### src/rtl/gpgj_pkg.sv
// Package for the GF(2) partial Gauss-Jordan unit: command, status and
// register codes, widths and the control bundle sent to the row cells.
// No dependencies.
`default_nettype none
package gpgj_pkg;

  localparam int DEF_MAX_ROWS      = 64;
  localparam int DEF_WORDS_PER_ROW = 4;

  // widest row count (holds 1024) and widest column index (4096 columns)
  localparam int RCW   = 11;
  localparam int COL_W = 12;

  localparam logic [1:0] CMD_WRITE = 2'd0;
  localparam logic [1:0] CMD_RUN   = 2'd1;
  localparam logic [1:0] CMD_READ  = 2'd2;
  localparam logic [1:0] CMD_NONE  = 2'd3;  // unused code, ignored

  localparam logic [1:0] ST_DONE = 2'd0;
  localparam logic [1:0] ST_READ = 2'd1;
  localparam logic [1:0] ST_GEOM = 2'd2;

  localparam logic [1:0] CFG_FIRST_ROW = 2'd0;
  localparam logic [1:0] CFG_FIRST_COL = 2'd1;
  localparam logic [1:0] CFG_PIVOTS    = 2'd2;
  localparam logic [1:0] CFG_ROW_WIDTH = 2'd3;

  // control broadcast to every cell
  typedef struct packed {
    logic             wr_en;
    logic [RCW-1:0]   wr_row;
    logic             xor_en;
    logic             pin_dst;   // xor regardless of the pivot bit
    logic [RCW-1:0]   lo;        // xor row range, lo inclusive
    logic [RCW-1:0]   hi;        // hi exclusive
    logic             tok_load;
    logic             tok_shift;
    logic [RCW-1:0]   tok_row;
    logic [COL_W-1:0] col;
  } cell_ctrl_t;

endpackage
`default_nettype wire

### src/rtl/gpgj_cell.sv
// One matrix row cell: holds the row bits, its pivot bit and a token stage.
// Depends on gpgj_pkg.
`default_nettype none
module gpgj_cell #(
  parameter int WORDS_PER_ROW = gpgj_pkg::DEF_WORDS_PER_ROW,
  parameter int ROW_ID        = 0
) (
  input  wire logic                          clk,
  input  wire logic                          rst,
  input  wire gpgj_pkg::cell_ctrl_t          ctrl,
  input  wire logic [WORDS_PER_ROW*64-1:0]   wr_mask,
  input  wire logic [WORDS_PER_ROW*64-1:0]   wr_val,
  input  wire logic [WORDS_PER_ROW*64-1:0]   src_row,
  input  wire logic                          tok_in,
  output logic                               tok,
  output logic                               pbit,
  output logic [WORDS_PER_ROW*64-1:0]        row_bits
);
  import gpgj_pkg::*;

  localparam int TOT = WORDS_PER_ROW * 64;
  localparam int CIW = $clog2(TOT);
  localparam logic [CIW-1:0] TOP_BIT = CIW'(TOT - 1);
  localparam logic [RCW-1:0] MY_ROW  = RCW'(ROW_ID);

  logic [CIW-1:0] bit_idx;
  logic           in_range;
  logic           do_xor;

  // column c sits at bit TOT-1-c, word 0 at the top
  assign bit_idx  = TOP_BIT - ctrl.col[CIW-1:0];
  assign pbit     = row_bits[bit_idx];
  assign in_range = (MY_ROW >= ctrl.lo) && (MY_ROW < ctrl.hi);
  assign do_xor   = ctrl.xor_en && in_range && (ctrl.pin_dst || pbit);

  // row storage
  always_ff @(posedge clk) begin
    if (ctrl.wr_en && ctrl.wr_row == MY_ROW) begin
      row_bits <= (row_bits & ~wr_mask) | (wr_val & wr_mask);
    end else if (do_xor) begin
      row_bits <= row_bits ^ src_row;
    end
  end

  // token: marks the source row, walks down the chain during a pivot search
  always_ff @(posedge clk) begin
    if (rst) begin
      tok <= 1'b0;
    end else if (ctrl.tok_load) begin
      tok <= (ctrl.tok_row == MY_ROW);
    end else if (ctrl.tok_shift) begin
      tok <= tok_in;
    end
  end

endmodule
`default_nettype wire

### config.mk
export PLATFORM = sky130hd
export DESIGN_NAME = gpgj_cell
export DESIGN_NICKNAME = d
export VERILOG_FILES = /design/src/rtl/gpgj_pkg.sv /design/src/rtl/gpgj_cell.sv
export SDC_FILE = /design/constraint.sdc
export NUM_CORES = 1
export LEC_CHECK = 0
export BUFFER_PORTS_ARGS = -buffer_cell sky130_fd_sc_hd__buf_2
export CORE_AREA = 3 3 429 431
export CTS_CLUSTER_SIZE = 20
export DETAILED_ROUTE_END_ITERATION = 10
export DIE_AREA = 0 0 432 434
export PLACE_DENSITY = 0.34
export SETUP_SLACK_MARGIN = 0.2
export SLEW_MARGIN = 0
export SYNTH_ARGS = -nofsm -noshare
export SYNTH_HDL_FRONTEND = slang
export SYNTH_SLANG_ARGS = --single-unit
### constraint.sdc
create_clock -name clk -period 6 [get_ports clk]
set_input_delay 0.6 -clock clk [delete_from_list [all_inputs] [get_ports clk]]
set_output_delay 0.6 -clock clk [all_outputs]
set_load 0.02 [all_outputs]
After elaboration in Yosys (flattened, before gate mapping)
Cells that the tools add are included.
{ "word_totals": {"reg_bits": 257, "input_bits": 832, "output_inout_bits": 258, "word_cells": 26} }
{ "classes": {"add_sub_neg": 1, "magnitude_cmp": 3, "muxes": 6, "bitwise_logic": 5, "reduce_logical": 9} }
{ "ops": {"columns": ["operator", "n"], "rows": [
  ["$and 256x256->256", 2],
  ["$mux 256", 2],
  ["$not 256->256", 1],
  ["$or 256x256->256", 1],
  ["$xor 256x256->256", 1],
  ["$logic_not 11->1", 2],
  ["$ge 1x11->1 const A", 1],
  ["$lt 1x11->1 const A", 1],
  ["$lt 8x9->1 const B", 1],
  ["$bmux 1 s8", 1],
  ["$sub 8x8->8 const A", 1],
  ["$logic_and 1x1->1", 4],
  ["$reduce_bool 2->1", 2],
  ["$mux 1", 3],
  ["$logic_or 1x1->1", 1]
]} }

Longest topological paths before layout
{ "logic_depth": {"ltp_word": 7, "mapped_depth": 13, "ltp_nobuf": 7} }

Worst setup path after synthesis
No wires, ideal clock.
{ "synth_path": {"kind": "input to register", "startpoint": "input ctrl[4] (netlist bit)", "endpoint": "register with a tool-made name", "setup_time_ns": 0.261, "t_arrival_ns": 2.790, "required_time_ns": 5.739, "setup_slack_ns": 2.949, "path_stages": 11, "path_buffers": 4, "path_cell_list": "buf_2 -> clkbuf_1 -> mux4_2 -> a22oi_1 -> a21oi_1 -> o21ai_1 -> nand4b_2 -> a311oi_4 -> buf_12 -> buf_12 -> o21ai_2"} }
{ "synth_lines": {"columns": ["item", "line_no", "text"], "rows": [
  ["from (decl)", "gpgj_cell.sv:10", "input wire gpgj_pkg::cell_ctrl_t ctrl,"]
]} }

Final worst setup path
{ "layout_path": {"startpoint": "input ctrl[0] (netlist bit)", "endpoint": "output pbit"} }
{ "layout_between": {"elab_chain_len": 3} }
{ "layout_rtl": {"columns": ["item", "line_no", "text"], "rows": [
  ["$sub 8x8->8", "gpgj_cell.sv:31", "assign bit_idx = TOP_BIT - ctrl.col[CIW-1:0];"],
  ["$bmux 1 s8", "gpgj_cell.sv:32", "assign pbit = row_bits[bit_idx];"],
  ["$mux 1 (not written as such)", "gpgj_cell.sv:32", null],
  ["to (decl)", "gpgj_cell.sv:16", "output logic pbit,"]
]} }
Every way passes these cells. The select of a mux whose other input is x is not followed.

==> impl_metrics.py <==
metrics = {
    "status": {
        "status": "completed",
    },
    "route": {
        "via_per_inst": 3.728,
        "drc": 0,
        "detail-route-antenna-nets": 0,
        "drt_iter0_drc": 1186,
        "finalWirelength_um": 153600,
        "first_pass_iters": 5,
        "vias": 20040,
        "wl_per_cell_um": 28.57,
    },
    "min_path": {
        "holdCritStartpoint": "rst",
        "min_path_type": "in2reg",
    },
    "synth": {
        "ys_types": 53,
        "synth.top_cells.by_area": "edfxtp_1 (41%), xnor2_1 (12%), o21ai_2 (9.2%), o21ai_0 (7.2%), nand3_1 (6.9%)",
        "yosysTopAreaCellShare": 0.4059,
        "synth_nets": 2755,
        "yosys.area.top_type": "edfxtp_1",
        "synth_warnings": 0,
        "synth_async_sr_flop_share": 0,
        "synth_area_sq_um": 18940,
        "synthFlopType": "edfxtp_1",
        "ys_ff_latch": 257,
        "ys_seq_area_frac": 0.4069,
        "synth_cells": 1923,
        "synth.avg_cell_area_sq_um": 9.850,
        "synth_edf_count": 256,
    },
    "clock_tree": {
        "cts_buffers": 40,
        "ctsHoldBuffers": 0,
        "cts_resized": 0,
        "cts-root-buf": "clkbuf_16",
        "clk_pin_slew_ns": 0.06,
        "htreeDepth": 2,
        "cts_tree": "built",
        "postCtsSetupBuffers": 0,
        "clk-insertion-delay-late_ns": 0.61,
        "max-clock-path-buffers": 3,
        "cts_sinks": 257,
    },
    "sta": {
        "setup_tns_ns": 0,
        "fmax_ghz": 0.2247,
        "finalMaxSlewViolations": 0,
        "slew_headroom": 0.2000,
        "rsz0062_at_grt": "no",
        "setup_slack_ns": 1.550,
        "min_period_over_period": 0.7417,
        "fin_skew_ns": 0.03186,
        "hold_viol_final": 0,
        "fin_crit_ns": 4.450,
        "setup_viol": 0,
        "worst_pin_slew_ns": 1.189,
    },
    "floorplan": {
        "io_pins": 1090,
        "rows": 156,
        "dieWidth_um": 432,
        "core-area_sq_um": 180500,
        "fp.dieArea_sq_um": 187500,
        "die_h_um": 434,
        "initial_core_util": 0.1049,
    },
    "critical_path": {
        "cpMaxStageDelayCell": "and2_0",
        "max_stage_delay_ns": 0.72,
        "crit_path_start_kind": "primary input",
        "path_class": "in2out",
        "critical_path.max_fanout": 21,
        "path_cells": "buf_4 > and2_0 > a22oi_1 > a211oi_1 > or4_1 > a31oi_1 > a31o_2 > buf_2",
        "cp.required_ns": 5.40,
        "startpoint": "ctrl[0]",
        "critPathCaptureType": "primary output",
        "arrival_ns": 3.85,
    },
    "power": {
        "power_w": 0.005140,
        "power_density_nw_per_um2": 183.4,
        "p_leak_nw": 10.21,
        "ir_drop_mv": 0.1586,
    },
    "final_layout": {
        "syn_to_final_growth_pct": 47.95,
        "layout-drive-gt1-share": 0.4875,
        "final_area_sq_um": 28020,
        "layout_commonest_cell": "buf_2",
        "final_cell_mix": "buf_2 (1,082), o21ai_0 (273), nand2_1 (263), nand3_1 (260)",
        "nets": 3762,
    },
    "grt": {
        "grt_pass1_wl_um": 192900,
        "grt-ovfl-total": 0,
        "gr-usage-all-layers": 0.1561,
        "antenna_found_initial": 104,
        "grt_max_degree": 213,
        "grt_pass1_vias": 19620,
    },
    "placed_design": {
        "port_buffers": 1085,
        "gp_congestion": 0.9075,
        "pre_cts_ws_ns": 0.6097,
        "place_hpwl_um": 130600,
        "placed_cell_area_sq_um": 26680,
    },
    "run": {
        "drv_cap": 0,
    },
}
## final cells by class
type                    instances  area (sq um)
fillers                     20570        152500
multi-input cells            1493         10110
flip-flops and latches        257          7707
repair buffers               1135          5892
well taps                    2370          2965
clock buffers                  56          1082
clock inverters                18         148.9
diodes                         43         107.6
inverters                       3         11.26
## cell families (layout without fill, tap and decap cells)
logic type,after synthesis,after routing,share of synthesized area
flip-flops,257,257,0.4069
AO/OA/AOI/OAI,573,573,0.1991
multiplexers,88,88,0.07557
XOR/XNOR,256,256,0.1184
AND/OR/NAND/NOR,576,576,0.1397
other,0,43,0
buffers and inverters,173,1212,0.06031
## layer usage
metal	wire length [um]	vias up	GRT usage
li1	-	9162	-
met1	57790	9792	0.1772
met2	79180	834	0.2837
met3	11740	198	0.04411
met4	4564	50	0.04233
met5	306	-	0
## critical path: cells and delay by family
kind	cells	cell delay (ns)
AO/OA/AOI/OAI	4	1.32
AND/OR/NAND/NOR	2	1.05
buffers and inverters	2	0.71
## cell usage after synthesis (2+ instances only)
library cell  number
o21ai_0          273
nand2_1          263
nand3_1          260
edfxtp_1         256
xnor2_1          256
o21ai_2          200
clkbuf_1         118
mux2i_1           44
mux4_2            44
o21ai_1           41
a22oi_1           23
buf_12            23
buf_6             12
a21oi_1           10
nor4_1            10
nor2b_1            9
o22ai_1            8
buf_1              6
nor2_1             6
buf_2              5
buf_4              5
nand2b_1           4
nor4b_1            4
a22o_1             3
inv_1              3
nand3b_1           3
or3b_2             3
a31oi_1            2
nor3_1             2
o2111ai_1          2
o211ai_1           2
or3_1              2
## through the flow
stage / cells / hold slack (ns) / utilization
floorplan: 1923 / 0.6724 / -
global placement: 5258 / 0.6737 / 0.1478
detailed placement: 5258 / 0.6509 / 0.1478
CTS: 5332 / 0.08506 / 0.1546
global route: 5346 / 0.1251 / 0.1548
finish: 5375 / 0.1881 / 0.1552
## worst paths after layout
kind / cells past startpoint / endpoint / slack [ns]
setup / recovery: 8 / pbit / 1.55
hold / removal: 2 / tok / 0.19
setup reg to reg: 8 / flop / 2.03
hold reg to reg: 4 / tok / 0.68
## power breakdown
| group | total [W] | switching, W | internal, W |
|---|---|---|---|
| Sequential | 0.00198 | 0.000000854 | 0.00197 |
| Combinational | 0.000794 | 0.000454 | 0.000340 |
| Clock | 0.00237 | 0.00102 | 0.00135 |
(Power assumes the default switching activity.)
